File: src/hw/rtl/assert_macros.svh
// ----------------------------------------------------------------------------
// assert_macros.svh
// Concurrent assertion helpers shared by the keyboard report RTL.
// Both sample on the rising edge of clock and are off while reset is high.
// ----------------------------------------------------------------------------
`ifndef ASSERT_MACROS_SVH
`define ASSERT_MACROS_SVH

// antecedent holds, consequent holds in the same cycle
`define ASSERT_SAME(label, ante, cons, msg) \
   label: assert property (@(posedge clock) disable iff (reset) (ante) |-> (cons)) \
      else $error(msg);

// antecedent holds, consequent holds in the following cycle
`define ASSERT_NEXT(label, ante, cons, msg) \
   label: assert property (@(posedge clock) disable iff (reset) (ante) |=> (cons)) \
      else $error(msg);

`endif

File: src/hw/rtl/kbd6_pkg.sv
// ----------------------------------------------------------------------------
// kbd6_pkg
// Types and constants for the six-key boot keyboard report builder.
// ----------------------------------------------------------------------------
`default_nettype none

package kbd6_pkg;

   localparam int SLOT_COUNT = 6;

   // action codes carried in the request
   localparam logic [1:0] ACT_PRESS       = 2'd0;
   localparam logic [1:0] ACT_RELEASE     = 2'd1;
   localparam logic [1:0] ACT_RELEASE_ALL = 2'd2;

   typedef logic [7:0] usage_type;
   typedef usage_type [SLOT_COUNT-1:0] slot_array_type;

   // one key event
   typedef struct packed {
      logic [1:0] action;
      logic [7:0] usage;
      logic [7:0] modifier_bits;
      logic       link_connected;
   } req_type;

   // one boot keyboard report
   typedef struct packed {
      logic [7:0] report_modifiers;
      logic [7:0] slot_zero;
      logic [7:0] slot_one;
      logic [7:0] slot_two;
      logic [7:0] slot_three;
      logic [7:0] slot_four;
      logic [7:0] slot_five;
   } rsp_type;

   // held report state
   typedef struct packed {
      logic [7:0]     modifiers;
      slot_array_type slots;
   } state_type;

   // contents of the input register
   typedef struct packed {
      logic    valid;
      req_type item;
   } in_stage_type;

endpackage

`default_nettype wire

File: src/hw/rtl/kbd6_stream_if.sv
// ----------------------------------------------------------------------------
// kbd6_stream_if
// Valid/ready stream channel carrying one payload per transfer.
// ----------------------------------------------------------------------------
`default_nettype none

interface kbd6_stream_if #(
   parameter type payload_type = logic
);
   logic        valid;
   logic        ready;
   payload_type payload;

   modport source (output valid, output payload, input ready);
   modport sink   (input valid, input payload, output ready);
endinterface

`default_nettype wire

File: src/hw/rtl/keyboard_six_key_report_builder_top.sv
// ----------------------------------------------------------------------------
// keyboard_six_key_report_builder_top
// Boot keyboard report builder with a modifier byte and six key slots.
// ----------------------------------------------------------------------------
// req_chan takes key events (press, release, release-all) with the usage
// code, modifier bits and host link state; each transfer updates the held
// modifier byte and slots and, with the link up, yields one report on
// rsp_chan with the modifier byte and all six slots. An unused action code
// changes nothing and yields no report; with the link down the state still
// changes but no report is sent.
// Path: an event is captured in the input register, then the slot compare
//   and first-empty select load the report register once that register is
//   free or draining.
// Throughput: one event per cycle while rsp_chan is not stalled.
// Reset: synchronous, active high; clears the modifiers, all slots and both
//   valid flags.
// Stall: while a report waits on rsp_chan, one more event waits in the
//   input register and req_chan.ready then drops.
// ----------------------------------------------------------------------------
`default_nettype none
`include "assert_macros.svh"

module keyboard_six_key_report_builder_top (
   input  wire logic     clock,
   input  wire logic     reset,
   kbd6_stream_if.sink   req_chan,
   kbd6_stream_if.source rsp_chan
);

   kbd6_pkg::in_stage_type stage;
   kbd6_pkg::state_type    state_ff;
   kbd6_pkg::state_type    state_in;
   kbd6_pkg::rsp_type      rsp_ff;
   logic                   rsp_vld_ff;
   logic                   rsp_vld_in;
   logic                   emit;
   logic                   advance;

   kbd6_in_reg u_in_reg (
      .clock    (clock),
      .reset    (reset),
      .req_chan (req_chan),
      .advance  (advance),
      .stage    (stage)
   );

   kbd6_slot_logic u_slot_logic (
      .item (stage.item),
      .cur  (state_ff),
      .nxt  (state_in),
      .emit (emit)
   );

   // an event retires when the report register is free or draining
   assign advance    = stage.valid && (!rsp_vld_ff || rsp_chan.ready);
   assign rsp_vld_in = advance ? emit : (rsp_vld_ff && !rsp_chan.ready);

   // held state and report valid
   always_ff @(posedge clock) begin
      if (reset) begin
         state_ff   <= '0;
         rsp_vld_ff <= 1'b0;
      end else begin
         rsp_vld_ff <= rsp_vld_in;
         if (advance) begin
            state_ff <= state_in;
         end
      end
   end

   // report payload
   always_ff @(posedge clock) begin
      if (advance && emit) begin
         rsp_ff.report_modifiers <= state_in.modifiers;
         rsp_ff.slot_zero        <= state_in.slots[0];
         rsp_ff.slot_one         <= state_in.slots[1];
         rsp_ff.slot_two         <= state_in.slots[2];
         rsp_ff.slot_three       <= state_in.slots[3];
         rsp_ff.slot_four        <= state_in.slots[4];
         rsp_ff.slot_five        <= state_in.slots[5];
      end
   end

   assign rsp_chan.valid   = rsp_vld_ff;
   assign rsp_chan.payload = rsp_ff;

   // release-all leaves an empty report state
   `ASSERT_NEXT(a_release_all_clears, advance && stage.item.action == kbd6_pkg::ACT_RELEASE_ALL, state_ff == '0, "release-all left state")

   // a new report only comes from a retiring event
   `ASSERT_NEXT(a_report_source, !rsp_vld_ff && !advance, !rsp_vld_ff, "report without event")

   // a pending report is never dropped before transfer
   `ASSERT_SAME(a_no_overwrite, advance && emit && rsp_vld_ff, rsp_chan.ready, "report overwritten")

endmodule

`default_nettype wire

File: src/hw/rtl/kbd6_in_reg.sv
// ----------------------------------------------------------------------------
// kbd6_in_reg
// Input register for key events; holds an event until the core consumes it.
// ----------------------------------------------------------------------------
`default_nettype none
`include "assert_macros.svh"

module kbd6_in_reg (
   input  wire logic                   clock,
   input  wire logic                   reset,
   kbd6_stream_if.sink                 req_chan,
   input  wire logic                   advance,
   output kbd6_pkg::in_stage_type      stage
);

   logic              in_vld_ff;
   logic              in_vld_in;
   kbd6_pkg::req_type in_item_ff;
   logic              take;

   // accept whenever the register is empty or drains this cycle
   assign req_chan.ready = !in_vld_ff || advance;
   assign take           = req_chan.valid && req_chan.ready;
   assign in_vld_in      = take || (in_vld_ff && !advance);

   always_ff @(posedge clock) begin
      if (reset) begin
         in_vld_ff <= 1'b0;
      end else begin
         in_vld_ff <= in_vld_in;
      end
   end

   // payload capture
   always_ff @(posedge clock) begin
      if (take) begin
         in_item_ff <= req_chan.payload;
      end
   end

   assign stage.valid = in_vld_ff;
   assign stage.item  = in_item_ff;

   // a held event is neither lost nor overwritten
   `ASSERT_NEXT(a_hold_event, in_vld_ff && !advance, in_vld_ff && $stable(in_item_ff), "held event changed")

endmodule

`default_nettype wire

File: src/hw/rtl/kbd6_slot_logic.sv
// ----------------------------------------------------------------------------
// kbd6_slot_logic
// Next-state logic: six parallel slot compares and first-empty select.
// ----------------------------------------------------------------------------
`default_nettype none

module kbd6_slot_logic (
   input  kbd6_pkg::req_type   item,
   input  kbd6_pkg::state_type cur,
   output kbd6_pkg::state_type nxt,
   output logic                emit
);

   logic [kbd6_pkg::SLOT_COUNT-1:0] hit;
   logic [kbd6_pkg::SLOT_COUNT-1:0] empty;
   logic [kbd6_pkg::SLOT_COUNT-1:0] first_empty;
   logic                            any_hit;
   logic                            add_ok;

   // per-slot compares
   always_comb begin
      for (int i = 0; i < kbd6_pkg::SLOT_COUNT; i++) begin
         hit[i]   = (cur.slots[i] == item.usage);
         empty[i] = (cur.slots[i] == 8'd0);
      end
   end

   // lowest empty slot, one-hot
   always_comb begin
      logic seen;
      seen        = 1'b0;
      first_empty = '0;
      for (int i = 0; i < kbd6_pkg::SLOT_COUNT; i++) begin
         if (empty[i] && !seen) begin
            first_empty[i] = 1'b1;
            seen           = 1'b1;
         end
      end
   end

   assign any_hit = |hit;
   assign add_ok  = (item.usage != 8'd0) && !any_hit;

   // apply the action
   always_comb begin
      nxt  = cur;
      emit = 1'b0;
      case (item.action)
         kbd6_pkg::ACT_PRESS: begin
            nxt.modifiers = cur.modifiers | item.modifier_bits;
            for (int i = 0; i < kbd6_pkg::SLOT_COUNT; i++) begin
               if (add_ok && first_empty[i]) begin
                  nxt.slots[i] = item.usage;
               end
            end
            emit = item.link_connected;
         end
         kbd6_pkg::ACT_RELEASE: begin
            for (int i = 0; i < kbd6_pkg::SLOT_COUNT; i++) begin
               if (hit[i]) begin
                  nxt.slots[i] = 8'd0;
               end
            end
            emit = item.link_connected;
         end
         kbd6_pkg::ACT_RELEASE_ALL: begin
            nxt  = '0;
            emit = item.link_connected;
         end
         default: begin
            nxt  = cur;
            emit = 1'b0;
         end
      endcase
   end

endmodule

`default_nettype wire

File: src/flat_wrapper.sv
// flat-port wrapper written by rule: the top's interface ports become plain ports
module keyboard_six_key_report_builder_top_flat 
  (clock, reset, req_chan_valid, req_chan_payload, req_chan_ready, rsp_chan_valid, rsp_chan_payload, rsp_chan_ready);
  kbd6_stream_if #(.payload_type(kbd6_pkg::req_type)) req_chan_i ();
  kbd6_stream_if #(.payload_type(kbd6_pkg::rsp_type)) rsp_chan_i ();
  input  wire logic clock;
  input  wire logic reset;
  input wire logic [$bits(req_chan_i.valid)-1:0] req_chan_valid;
  input wire logic [$bits(req_chan_i.payload)-1:0] req_chan_payload;
  output wire logic [$bits(req_chan_i.ready)-1:0] req_chan_ready;
  output wire logic [$bits(rsp_chan_i.valid)-1:0] rsp_chan_valid;
  output wire logic [$bits(rsp_chan_i.payload)-1:0] rsp_chan_payload;
  input wire logic [$bits(rsp_chan_i.ready)-1:0] rsp_chan_ready;
  assign req_chan_i.valid = req_chan_valid;
  assign req_chan_i.payload = req_chan_payload;
  assign req_chan_ready = req_chan_i.ready;
  assign rsp_chan_valid = rsp_chan_i.valid;
  assign rsp_chan_payload = rsp_chan_i.payload;
  assign rsp_chan_i.ready = rsp_chan_ready;
  keyboard_six_key_report_builder_top u_core (.clock(clock), .reset(reset), .req_chan(req_chan_i), .rsp_chan(rsp_chan_i));
endmodule
File: config.mk
export PLATFORM = sky130hd
export DESIGN_NAME = keyboard_six_key_report_builder_top_flat
export DESIGN_NICKNAME = d
export VERILOG_FILES = /design/src/hw/rtl/kbd6_pkg.sv /design/src/hw/rtl/kbd6_stream_if.sv /design/src/hw/rtl/keyboard_six_key_report_builder_top.sv /design/src/hw/rtl/kbd6_in_reg.sv /design/src/hw/rtl/kbd6_slot_logic.sv /design/src/flat_wrapper.sv
export VERILOG_INCLUDE_DIRS = /design/src /design/src/hw/rtl
export SDC_FILE = /design/constraint.sdc
export NUM_CORES = 1
export LEC_CHECK = 0
export BUFFER_PORTS_ARGS = -buffer_cell sky130_fd_sc_hd__buf_2
export CORE_MARGIN = 3
export CORE_UTILIZATION = 50
export CTS_BUF_LIST = sky130_fd_sc_hd__clkbuf_4 sky130_fd_sc_hd__clkbuf_8
export CTS_CLUSTER_DIAMETER = 150
export DETAILED_ROUTE_END_ITERATION = 8
export GPL_ROUTABILITY_DRIVEN = 0
export PLACE_DENSITY = 0.77
export SLEW_MARGIN = 20
export SYNTH_ARGS = -nofsm -noshare
export SYNTH_HDL_FRONTEND = slang
export SYNTH_SLANG_ARGS = --single-unit
File: constraint.sdc
create_clock -name clock -period 8.3 [get_ports clock]
set_clock_uncertainty 0.1 [all_clocks]
set_input_delay 0.83 -clock clock [delete_from_list [all_inputs] [get_ports clock]]
set_output_delay 0.83 -clock clock [all_outputs]
set_load 0.01 [all_outputs]
; Word-level counts from Yosys, hierarchy flattened
; Cells that the tools add are included.
[classes]
addsub = 0
n_mul = 0
n_div = 0
magnitude_cmp = 0
n_eq_ne = 8
shifts = 0
mux = 26
n_bitwise = 1
n_reduce_logical = 40
[ops]
columns = op, count
row1 = $pmux W48 S3, 1
row2 = $mux W8, 12
row3 = $eq A8 B8 Y1, 6
row4 = $logic_not A8 Y1, 6
row5 = $logic_and A1 B1 Y1, 17
row6 = $pmux W8 S2, 1
row7 = $mux W1, 12
row8 = $logic_not A1 Y1, 10
row9 = $or A8 B8 Y8, 1
row10 = $reduce_bool A8 Y1, 1
row11 = $reduce_or A6 Y1, 1
row12 = $logic_or A1 B1 Y1, 3
row13 = $reduce_or A3 Y1, 1
row14 = $eq A2 B1 Y1 const B, 1
row15 = $eq A2 B2 Y1 const B, 1
row16 = $logic_not A2 Y1, 1
[word_totals]
register_bits = 133
latch_bits = 0
ram_bits = 0
rom_bits = 0
in_bits = 23
output_inout_bits = 58
elab_cells = 95
mem_count = 0

; Depth between registers and ports, before layout
; Gate-level depths: netlist of run 1.
[depth]
ltp_word = 20
ltp_mapped = 10
depth_no_buf = 6

; Hierarchy
; A second synthesis of run 1 with hierarchy kept.
[hier_totals]
cells_unflattened = 554
hier_area_um2 = 6463.7
[modules_own_cells]
columns = mod, instances, cells_per_inst, area_per_inst_um2, seq_area_each_um2
row1 = keyboard_six_key_report_builder_top, 1, 317, 4250.3, 2822.7
row2 = kbd6_slot_logic, 1, 212, 1580.3, 0.0
row3 = kbd6_in_reg, 1, 25, 633.1, 590.6

; Worst setup path before layout of run 1
; No wires, ideal clock.
[synth_timing]
path_kind = in2reg
from = input port rsp_chan_ready
to = register u_core.rsp_ff (netlist bit u_core.rsp_chan.payload[0]), enable pin
setup_ns = 0.421
t_arrival_ns = 2.873
required_time_ns = 7.779
slack_ns = 4.906
stages = 4
n_path_buf = 1
path_cell_list = nand2b_1 -> and2_0 -> clkbuf_1 -> and3_1
[synth_via]
elab_chain_len = 3
[synth_rtl]
columns = item, line
row1 = from (decl), flat_wrapper.sv:13  ; input wire logic [$bits(rsp_chan_i.ready)-1:0] rsp_chan_ready;
row2 = $logic_or A1 B1 Y1, keyboard_six_key_report_builder_top.sv:55  ; assign advance = stage.valid && (!rsp_vld_ff || rsp_chan.ready);
row3 = $logic_and A1 B1 Y1, keyboard_six_key_report_builder_top.sv:55
row4 = $logic_and A1 B1 Y1, keyboard_six_key_report_builder_top.sv:73  ; if (advance && emit) begin
row5 = to (decl), keyboard_six_key_report_builder_top.sv:33  ; kbd6_pkg::rsp_type rsp_ff;
; Every way passes these cells.
; A chain may end at the register's enable or synchronous reset.

; Worst setup path in the final report of run 1
[layout_timing]
from = register u_core.u_in_reg.in_item_ff (netlist bit u_core.u_in_reg.stage[17])
to = register u_core.state_ff[7] in the netlist's numbering
[layout_via]
elab_chain_len = 2
[layout_rtl]
columns = item, line
row1 = from (decl), kbd6_in_reg.sv:18  ; kbd6_pkg::req_type in_item_ff;
row2 = from (signal assigned), kbd6_in_reg.sv:37  ; in_item_ff <= req_chan.payload;
row3 = $eq A2 B2 Y1 (tied with other cells), kbd6_slot_logic.sv:48  ; case (item.action)
row4 = $pmux W48 S3 *, kbd6_slot_logic.sv:48
row5 = to (signal assigned), keyboard_six_key_report_builder_top.sv:66  ; state_ff <= state_in;
row6 = to (decl), keyboard_six_key_report_builder_top.sv:31  ; kbd6_pkg::state_type state_ff;
; Every way passes the cells marked *; elsewhere a longest branch is shown, timed or not.

==> impl_metrics.json, run 1 <==
{
  "status": "complete, no violations",
  "top_layer": "met4",
  "dpl.cell_count": 780,
  "synth_top_area_share": 0.362,
  "tns_ps": 0,
  "yosys.area_share.simple": 0.151,
  "cts.sinks": 133,
  "clk_pin_slew_ps": 80,
  "synth.top_cells.by_area": "edfxtp_1, dfxtp_1, xnor2_1",
  "via_per_inst": 6.09,
  "synth-compound-area-share": 0.184,
  "final_cell_mix": "buf_2, edfxtp_1, dfxtp_1",
  "worstPathArrival_ps": 3430,
  "seq_area_mm2": 0.00341,
  "setup_violations": 0,
  "met1_length_um": 6380,
  "cts_resized": 0,
  "cp_max_fo": 29,
  "wl_per_cell_um": 19.1,
  "ir_worst_vdd_mv": 0.140,
  "hpwl_um": 10500,
  "final_util": 0.575,
  "ant_nets": 0,
  "grt_max_degree": 49,
  "finalMaxSlewViolations": 0,
  "synthesis.area_mm2": 0.00623,
  "num_io_pins": 81,
  "die_height_um": 118,
  "cp.required_ps": 8600,
  "drv_cap": 0,
  "synth_async_sr_flop_share": 0,
  "syn-instance-count": 570,
  "ys.flop_type": "edfxtp_1",
  "wl_met3_um": 1340,
  "wirelength_um": 15500,
  "seq_area_frac_synth": 0.548,
  "antenna_found_initial": 1,
  "cts_buffers": 17,
  "fmax_mhz": 319,
  "grt_pass1_wl_um": 25100,
  "period_needed_ps": 3140,
  "slew-limit-headroom": 0.284,
  "synthXorXnorAreaFrac": 0.0675,
  "finalHoldViolCount": 0,
  "die_x_um": 118,
  "syn_avg_cell_area_um2": 10.9,
  "start_util": 0.514,
  "htree_levels": 4,
  "ys_seq_elements": 133,
  "clock-root-buffer": "clkbuf_8",
  "ys_warn_count": 0,
  "pwr_density_cell_mw_per_mm2": 190,
  "post-route-period-util": 0.378,
  "drc_errors": 0,
  "yosysUniqueCellTypes": 47,
  "rsz0062_at_grt": "no",
  "synth_edf_count": 75,
  "min_path_type": "reg2reg",
  "clockBufferDepth": 2,
  "grt_pass1_vias": 4727,
  "num_vias": 4948,
  "yosys-mux-area-fraction": 0,
  "critPathLaunchType": "flop",
  "fillers": 1069,
  "final_common_cell": "buf_2",
  "track_usage": 0.228,
  "dieArea_mm2": 0.0138,
  "post_cts.repair.setup_buffers": 0,
  "crit_type": "reg2reg",
  "drive_gt1_frac": 0.205,
  "synth_top_cell_by_area": "edfxtp_1",
  "nets": 654,
  "finalNonFillerCells": 812,
  "syn2layout_area_growth_pct": 11.9,
  "hold_ws_ps": 357,
  "drt-pass1-iter-count": 7,
  "drtIter0Drc": 534,
  "multi_input_area_mm2": 0.00251,
  "core_mm2": 0.0121,
  "worst_pin_slew_ps": 1070,
  "fp-row-count": 40,
  "syn_nets": 593,
  "yosys.area_share.adder": 0,
  "insertion_delay_ps": 450,
  "cts_tree": "done",
  "postCtsHoldBufs": 0,
  "port_buffers": 80,
  "synth_top_family_by_area": "compound AO/OA/AOI/OAI gates",
  "end_kind": "flop",
  "grt_overflow": 0,
  "dr_wl_met2_um": 7190,
  "p_leak_nw": 2.54
}
==> layout make-up <==
class / instances / area share
antenna: 1 / 0.000359
clock buffer: 17 / 0.0336
clock inverter: 14 / 0.0199
inverter: 11 / 0.00593
multi-input combinational: 386 / 0.360
sequential: 133 / 0.490
tap: 168 / 0.0302
timing repair buffer: 82 / 0.0596
==> registers in the layout (all words and copies together), names as in the netlist <==
name	count
u_core.state_ff	56
u_core.u_in_reg.in_vld_ff	1
u_core.rsp_chan.valid	1
u_core.u_in_reg.stage	19
u_core.rsp_chan.payload	56
==> worst max-delay path: stages, from the launching register on <==
cell	delay (ps)
edfxtp_1	570
or2_2	560
nor2_1	750
nand2_2	300
nor3_1	210
and3_1	380
a22o_1	190
==> metal layers <==
layer	vias up	track usage
met5	-	0
met4	0	0.117
met3	54	0.0630
met2	276	0.359
met1	2340	0.289
li1	2278	-
==> report_power, final <==
part	leakage [nW]	total (W)	internal, W	switching, W
clock network	0.177	0.000509	0.000261	0.000248
registers	1.22	0.000728	0.000708	0.0000203
logic	1.14	0.0000830	0.0000273	0.0000558
total	2.54	0.00132	0.000996	0.000324
==> synthesized netlist by cell type (3+ instances only) <==
library cell	n
a21boi_0	7
a21oi_1	26
a221o_1	11
a22o_1	16
a31oi_1	11
a32o_1	8
a41o_1	7
a41oi_1	8
and2_1	14
and3_1	3
buf_2	12
buf_4	5
buf_6	11
clkbuf_1	12
dfxtp_1	58
edfxtp_1	75
inv_1	9
nand2_1	53
nand3_1	30
nand4_1	11
nor2_1	31
nor2_2	4
nor3_1	3
nor4_1	12
o211ai_1	14
o21a_1	3
o21ai_0	33
o31ai_1	8
or4_1	4
xnor2_1	40
xor2_1	8
==> kinds of logic after synthesis <==
| logic type | count (synthesis) |
|---|---|
| AND/OR/NAND/NOR | 181 |
| AO/OA/AOI/OAI | 157 |
| flip-flops | 133 |
| buffers and inverters | 51 |
| XOR/XNOR | 48 |
==> metrics by stage <==
stage | power (W) | cell area [um2] | setup WS [ps]
floorplan | 0.000799 | 6230 | 4910
global placement | 0.000820 | 6590 | 5210
detailed placement | 0.000824 | 6590 | 5060
CTS | 0.00132 | 6960 | 5260
global route | 0.00136 | 6970 | 4920
finish | 0.00132 | 6970 | 5160
==> path summary, 6_finish.rpt <==
kind	slack, ps	cells past startpoint	endpoint	startpoint
hold / removal	360	2	u_core.state_ff[54]	u_core.state_ff[54]
setup / recovery	5160	6	u_core.state_ff[7]	u_core.u_in_reg.stage[17]
hold reg to reg	360	2	u_core.state_ff[54]	u_core.state_ff[54]
setup reg to reg	5160	6	u_core.state_ff[7]	u_core.u_in_reg.stage[17]
Note: power is estimated with default switching activity, not from simulation.
==> run 2: changes to the inputs <==
--- a/config.mk
+++ b/config.mk
@@ -6,6 +6,7 @@
 export SDC_FILE = /design/constraint.sdc
 export NUM_CORES = 1
 export LEC_CHECK = 0
+export ABC_AREA = 1
 export BUFFER_PORTS_ARGS = -buffer_cell sky130_fd_sc_hd__buf_2
 export CORE_MARGIN = 3
 export CORE_UTILIZATION = 50
@@ -13,7 +14,7 @@
 export CTS_CLUSTER_DIAMETER = 150
 export DETAILED_ROUTE_END_ITERATION = 8
 export GPL_ROUTABILITY_DRIVEN = 0
-export PLACE_DENSITY = 0.77
+export PLACE_DENSITY = 0.79
 export SLEW_MARGIN = 20
 export SYNTH_ARGS = -nofsm -noshare
 export SYNTH_HDL_FRONTEND = slang
==> constraint.sdc (replaced) <==
create_clock -name clock -period 2.7 [get_ports clock]
set_clock_uncertainty 0.1 [all_clocks]
set_input_delay 0.27 -clock clock [delete_from_list [all_inputs] [get_ports clock]]
set_output_delay 0.27 -clock clock [all_outputs]
set_load 0.01 [all_outputs]
==> run 2 against run 1 <==
- hold slack lost 220 ps
- critical path depth grew 8
- synthesized cell count grew 51%
- core utilization grew 3.8 points
==> impl_metrics.json, run 2 <==
{
  "cts.sinks": 133,
  "fin_ws_ps": 213,
  "crit_type": "reg2reg",
  "synth-compound-area-share": 0.0693,
  "drc_errors": 0,
  "die_height_um": 124,
  "die_x_um": 124,
  "core_mm2": 0.0134,
  "synthesis.area_mm2": 0.00694,
  "wl_per_cell_um": 15.7,
  "htree_levels": 4,
  "grt_pass1_wl_um": 29300,
  "critPathLaunchType": "flop",
  "reg2reg_depth": 14,
  "synth_top_cell_by_area": "edfxtp_1",
  "num_antenna_cells": 0,
  "fmax_mhz": 402,
  "drv_cap": 0,
  "start_util": 0.518,
  "finalHoldViolCount": 0,
  "wirelength_um": 18200,
  "dp_worst_setup_slack_ps": 93.7,
  "switchingPower_w": 0.00147,
  "drive_gt1_frac": 0.199,
  "synth_common_cells": "nand2_1, inv_1, edfxtp_1",
  "insertion_delay_ps": 470,
  "r2r-start": "u_core.u_in_reg.stage[13]",
  "p_clk_frac": 0.350,
  "crit_start": "u_core.u_in_reg.stage[13]",
  "cts_tree": "done",
  "slew-limit-headroom": 0.439,
  "grt_pass1_vias": 5791,
  "tns_ps": 0,
  "synth.most_common_cell": "nand2_1",
  "ys_warn_count": 0,
  "syn-instance-count": 863,
  "synth.top_cells.by_area": "edfxtp_1, dfxtp_1, nand2_1",
  "reg2reg_to": "u_core.state_ff[16]",
  "status": "complete, no violations",
  "cp_max_fo": 24,
  "antenna_found_initial": 0,
  "yosys.area_share.adder": 0,
  "seq_area_frac_synth": 0.492,
  "clock-root-buffer": "clkbuf_8",
  "yosys-mux-area-fraction": 0,
  "setup_violations": 0,
  "nets": 995,
  "rsz0062_at_grt": "no",
  "p_seq_frac": 0.483,
  "track_usage": 0.251,
  "yosys.area_share.simple": 0.304,
  "dieArea_mm2": 0.0153,
  "synth_top_area_share": 0.325,
  "drtIter0Drc": 731,
  "pwr_density_cell_mw_per_mm2": 593,
  "clockBufferDepth": 2,
  "worst_pin_slew_ps": 841,
  "p_leak_nw": 3.92,
  "worstPathArrival_ps": 2740,
  "ys_seq_elements": 133,
  "ir_worst_vdd_mv": 0.419,
  "period_needed_ps": 2490,
  "ys.flop_type": "edfxtp_1",
  "clk_pin_slew_ps": 80,
  "finalMaxSlewViolations": 0,
  "min_path_type": "in2reg",
  "yosysUniqueCellTypes": 30,
  "internal-power_w": 0.00340,
  "syn2layout_area_growth_pct": 18.4,
  "num_io_pins": 81,
  "post-route-period-util": 0.921,
  "synth_top_family_by_area": "simple AND/OR/NAND/NOR gates",
  "final_cell_mix": "nand2_1, inv_1, buf_2",
  "port_buffers": 80,
  "end_kind": "flop",
  "drt-pass1-iter-count": 6,
  "via_per_inst": 5.45,
  "synthXorXnorAreaFrac": 0.0390,
  "syn_avg_cell_area_um2": 8.04,
  "p_sw_frac": 0.302,
  "syn_nets": 886,
  "endpoint": "u_core.state_ff[16]",
  "cts_buffers": 17,
  "synth_edf_count": 75,
  "combPwrFrac": 0.167,
  "hpwl_um": 12500,
  "fp-row-count": 42,
  "grt_overflow": 0,
  "r2r_setup_slack_ps": 210,
  "final_common_cell": "nand2_1",
  "grt_max_degree": 49,
  "ant_nets": 0,
  "num_vias": 6324,
  "synth_async_sr_flop_share": 0,
  "cp.required_ps": 2960
}
run 2: area by class of cell:
cell class | instances | area [um2]
Clock inverter | 15 | 168
Multi-Input combinational cell | 575 | 2880
Fill cell | 1171 | 5190
Inverter | 117 | 442
Clock buffer | 17 | 234
Sequential cell | 133 | 3410
Timing Repair Buffer | 128 | 861
Tap cell | 176 | 220
run 2: timing repair:
item | in CTS | in global routing
hold buffers | 20 | 0
resized for setup | 0 | 0
setup endpoints to repair | 0 | 96
hold endpoints to repair | 20 | 0
setup buffers | 0 | 5
run 2: metrics by stage:
step	util	power, W	area, um2	cells	hold WS [ps]
2_1_floorplan	-	0.00294	6950	863	269
3_3_place_gp	0.564	0.00315	7560	1104	346
3_5_place_dp	0.564	0.00316	7560	1104	348
4_1_cts	0.609	0.00486	8160	1156	122
5_1_grt	0.613	0.00509	8210	1161	171
6_report	0.613	0.00487	8210	1161	140
run 2: logic make-up after synthesis:
logic type	count (synthesis)
xor+xnor	30
compound gates	96
simple gates	449
flops	133
buf+inv	155
run 2: how the worst min path moves through the flow:
stage                          from                         to  slack [ps]  cells past startpoint
6_report             rsp_chan_ready  u_core.u_in_reg.in_vld_ff         140                      6
3_5_place_dp   req_chan_payload[16]  u_core.u_in_reg.stage[16]         350                      1
3_3_place_gp    req_chan_payload[8]   u_core.u_in_reg.stage[8]         350                      1
4_1_cts              rsp_chan_ready  u_core.u_in_reg.in_vld_ff         120                      6
2_1_floorplan   req_chan_payload[0]   u_core.u_in_reg.stage[0]         270                      0
5_1_grt              rsp_chan_ready  u_core.u_in_reg.in_vld_ff         170                      6
run 2: routing by layer:
layer / GRT usage / routed length [um] / share of wire
met4: 0.108 / 699 / 0.038
met2: 0.394 / 8420 / 0.46
met1: 0.328 / 7280 / 0.40
met3: 0.0677 / 1840 / 0.10
met5: 0 / 0 / 0
run 2: power by group through the flow:
stage               sequential, W  clock, W  combinational [W]
finish                    0.00235   0.00170           0.000815
global route              0.00236   0.00182           0.000913
floorplan                 0.00237         0           0.000573
global placement          0.00240         0           0.000747
detailed placement        0.00240         0           0.000761
CTS                       0.00235   0.00172           0.000788
run 2: critical path, stage by stage, from the launching register on:
cell      delay [ps]
edfxtp_1         760
xnor2_1          180
nand2_1           90
nor2_1           200
nand2_1           90
nand2_1          170
nor2_8            50
buf_12           160
nand3_4           80
buf_4            140
nand2_1           50
nand3_1           70
nand2_2           70
o21ai_1          130
inv_1             50
==> run 3: changes to the inputs <==
--- a/config.mk
+++ b/config.mk
@@ -15,6 +15,7 @@
 export DETAILED_ROUTE_END_ITERATION = 8
 export GPL_ROUTABILITY_DRIVEN = 0
 export PLACE_DENSITY = 0.79
+export REMOVE_ABC_BUFFERS = 1
 export SLEW_MARGIN = 20
 export SYNTH_ARGS = -nofsm -noshare
 export SYNTH_HDL_FRONTEND = slang
==> run 3 against run 2 <==
- sequential power barely moved
- hold slack better by 7.4 ps
- combinational power about the same
- design area is 1.8% higher
- critical path depth increased by 2
- power up 7.8%
- first-iteration DRC count fell by 19%
==> impl_metrics.json, run 3 (synthesis gave the netlist of run 2 again) <==
{
  "period_needed_ps": 2490,
  "start_util": 0.518,
  "grt_overflow": 0,
  "endpoint": "u_core.state_ff[22]",
  "clock-root-buffer": "clkbuf_8",
  "cts_buffers": 17,
  "clockBufferDepth": 2,
  "dieArea_mm2": 0.0153,
  "final_cell_mix": "nand2_1, inv_1, buf_2",
  "syn2layout_area_growth_pct": 20.5,
  "finalHoldViolCount": 0,
  "rsz0062_at_grt": "no",
  "grt_pass1_wl_um": 28200,
  "die_height_um": 124,
  "grt_max_degree": 42,
  "fin_ws_ps": 213,
  "drtIter0Drc": 592,
  "cts.sinks": 133,
  "p_sw_frac": 0.262,
  "end_kind": "flop",
  "worstPathArrival_ps": 2730,
  "pwr_density_cell_mw_per_mm2": 628,
  "die_x_um": 124,
  "reg2reg_to": "u_core.state_ff[22]",
  "insertion_delay_ps": 450,
  "cp.required_ps": 2940,
  "drt-pass1-iter-count": 5,
  "reg2reg_depth": 16,
  "drive_gt1_frac": 0.200,
  "worst_pin_slew_ps": 792,
  "num_vias": 6161,
  "critPathLaunchType": "flop",
  "finalMaxSlewViolations": 0,
  "grt_pass1_vias": 5847,
  "htree_levels": 4,
  "fmax_mhz": 402,
  "wl_per_cell_um": 15.1,
  "cts_tree": "done",
  "nets": 998,
  "drv_cap": 0,
  "switchingPower_w": 0.00137,
  "via_per_inst": 5.29,
  "clk_pin_slew_ps": 80,
  "drc_errors": 0,
  "port_buffers": 80,
  "p_clk_frac": 0.399,
  "slew-limit-headroom": 0.471,
  "setup_violations": 0,
  "ir_worst_vdd_mv": 0.427,
  "p_leak_nw": 3.98,
  "final_util": 0.624,
  "dp_worst_setup_slack_ps": 206,
  "antenna_found_initial": 0,
  "fp-row-count": 42,
  "core_mm2": 0.0134,
  "combPwrFrac": 0.155,
  "final_common_cell": "nand2_1",
  "fillers": 1145,
  "crit_start": "u_core.u_in_reg.stage[9]",
  "post-route-period-util": 0.921,
  "num_io_pins": 81,
  "hpwl_um": 11900,
  "r2r_setup_slack_ps": 210,
  "ant_nets": 0,
  "p_seq_frac": 0.446,
  "seq_area_mm2": 0.00341,
  "cp_max_fo": 18,
  "track_usage": 0.242,
  "multi_input_area_mm2": 0.00289,
  "r2r-start": "u_core.u_in_reg.stage[9]",
  "cts_resized": 0,
  "internal-power_w": 0.00388,
  "status": "complete, no violations",
  "crit_type": "reg2reg",
  "num_antenna_cells": 0,
  "wirelength_um": 17600,
  "min_path_type": "in2reg"
}
==> run 3: cell types whose count changed in the layout (fill, tap and decap cells not counted), sizes merged <==
cell | previous run | this run
inv | 123 | 117
bufinv | 2 | 7
buf | 108 | 110
clkbuf | 17 | 19
clkinvlp | 2 | 1
nor2 | 63 | 64
==> run 3: worst max-delay path: stages, from the launching register on <==
cell      delay [ps]
edfxtp_1         550
inv_2            170
nand2_1          100
nand2_1           50
nand2_1           60
nor2_1            60
nand2_2          110
nand2_2           90
nor2_8           260
buf_12           200
nand3_4          120
nand2_1           90
nand2_1           80
nand2_1          100
nand3_1           90
nand2_1          100
inv_1             40
==> run 3: how the worst min path moves through the flow <==
stage	from	to	slack, ps	depth (start not counted)
after floorplan	reset	u_core.u_in_reg.in_vld_ff	240	1
after global placement	req_chan_payload[3]	u_core.u_in_reg.stage[3]	350	1
after detailed placement	req_chan_payload[16]	u_core.u_in_reg.stage[16]	350	1
after CTS	rsp_chan_ready	u_core.rsp_chan.valid	110	6
after global routing	rsp_chan_ready	u_core.rsp_chan.valid	170	6
final	rsp_chan_ready	u_core.rsp_chan.valid	150	6
==> run 3: final cells by class <==
type | instances | share of cell area
Sequential cell | 133 | 0.408
Timing Repair Buffer | 130 | 0.106
Multi-Input combinational cell | 576 | 0.345
Clock inverter | 13 | 0.0301
Clock buffer | 19 | 0.0305
Inverter | 117 | 0.0529
Tap cell | 176 | 0.0264
==> run 3: per-stage QoR <==
step           instance area (um2)  total power (W)  hold WS [ps]  TNS, ps  std cells
2_1_floorplan                 6720          0.00291           239  -125040        825
3_3_place_gp                  7550          0.00313           347        0       1102
3_5_place_dp                  7550          0.00314           348        0       1102
4_1_cts                       8250          0.00526           115        0       1154
5_1_grt                       8360          0.00548           170        0       1164
6_report                      8360          0.00525           148        0       1164
==> run 3: what timing repair did <==
action	4_1_cts	5_1_grt
hold buffers	20	0
buffers inserted	0	9
hold endpoints to repair	20	0
setup endpoints to repair	0	17
==> run 3: power by group through the flow <==
stage          clock (W)  sequential [W]  combinational, W
2_1_floorplan          0         0.00238          0.000522
3_3_place_gp           0         0.00239          0.000743
3_5_place_dp           0         0.00239          0.000756
4_1_cts          0.00213         0.00234          0.000784
5_1_grt          0.00222         0.00235          0.000919
6_report         0.00209         0.00234          0.000814
==> run 3: metal layers <==
layer | global-route usage | part of all wire | vias to the layer above
li1 | - | - | 3042
met1 | 0.310 | 0.41 | 2792
met2 | 0.396 | 0.47 | 284
met3 | 0.0577 | 0.088 | 43
met4 | 0.0990 | 0.029 | 0
met5 | 0 | 0 | -
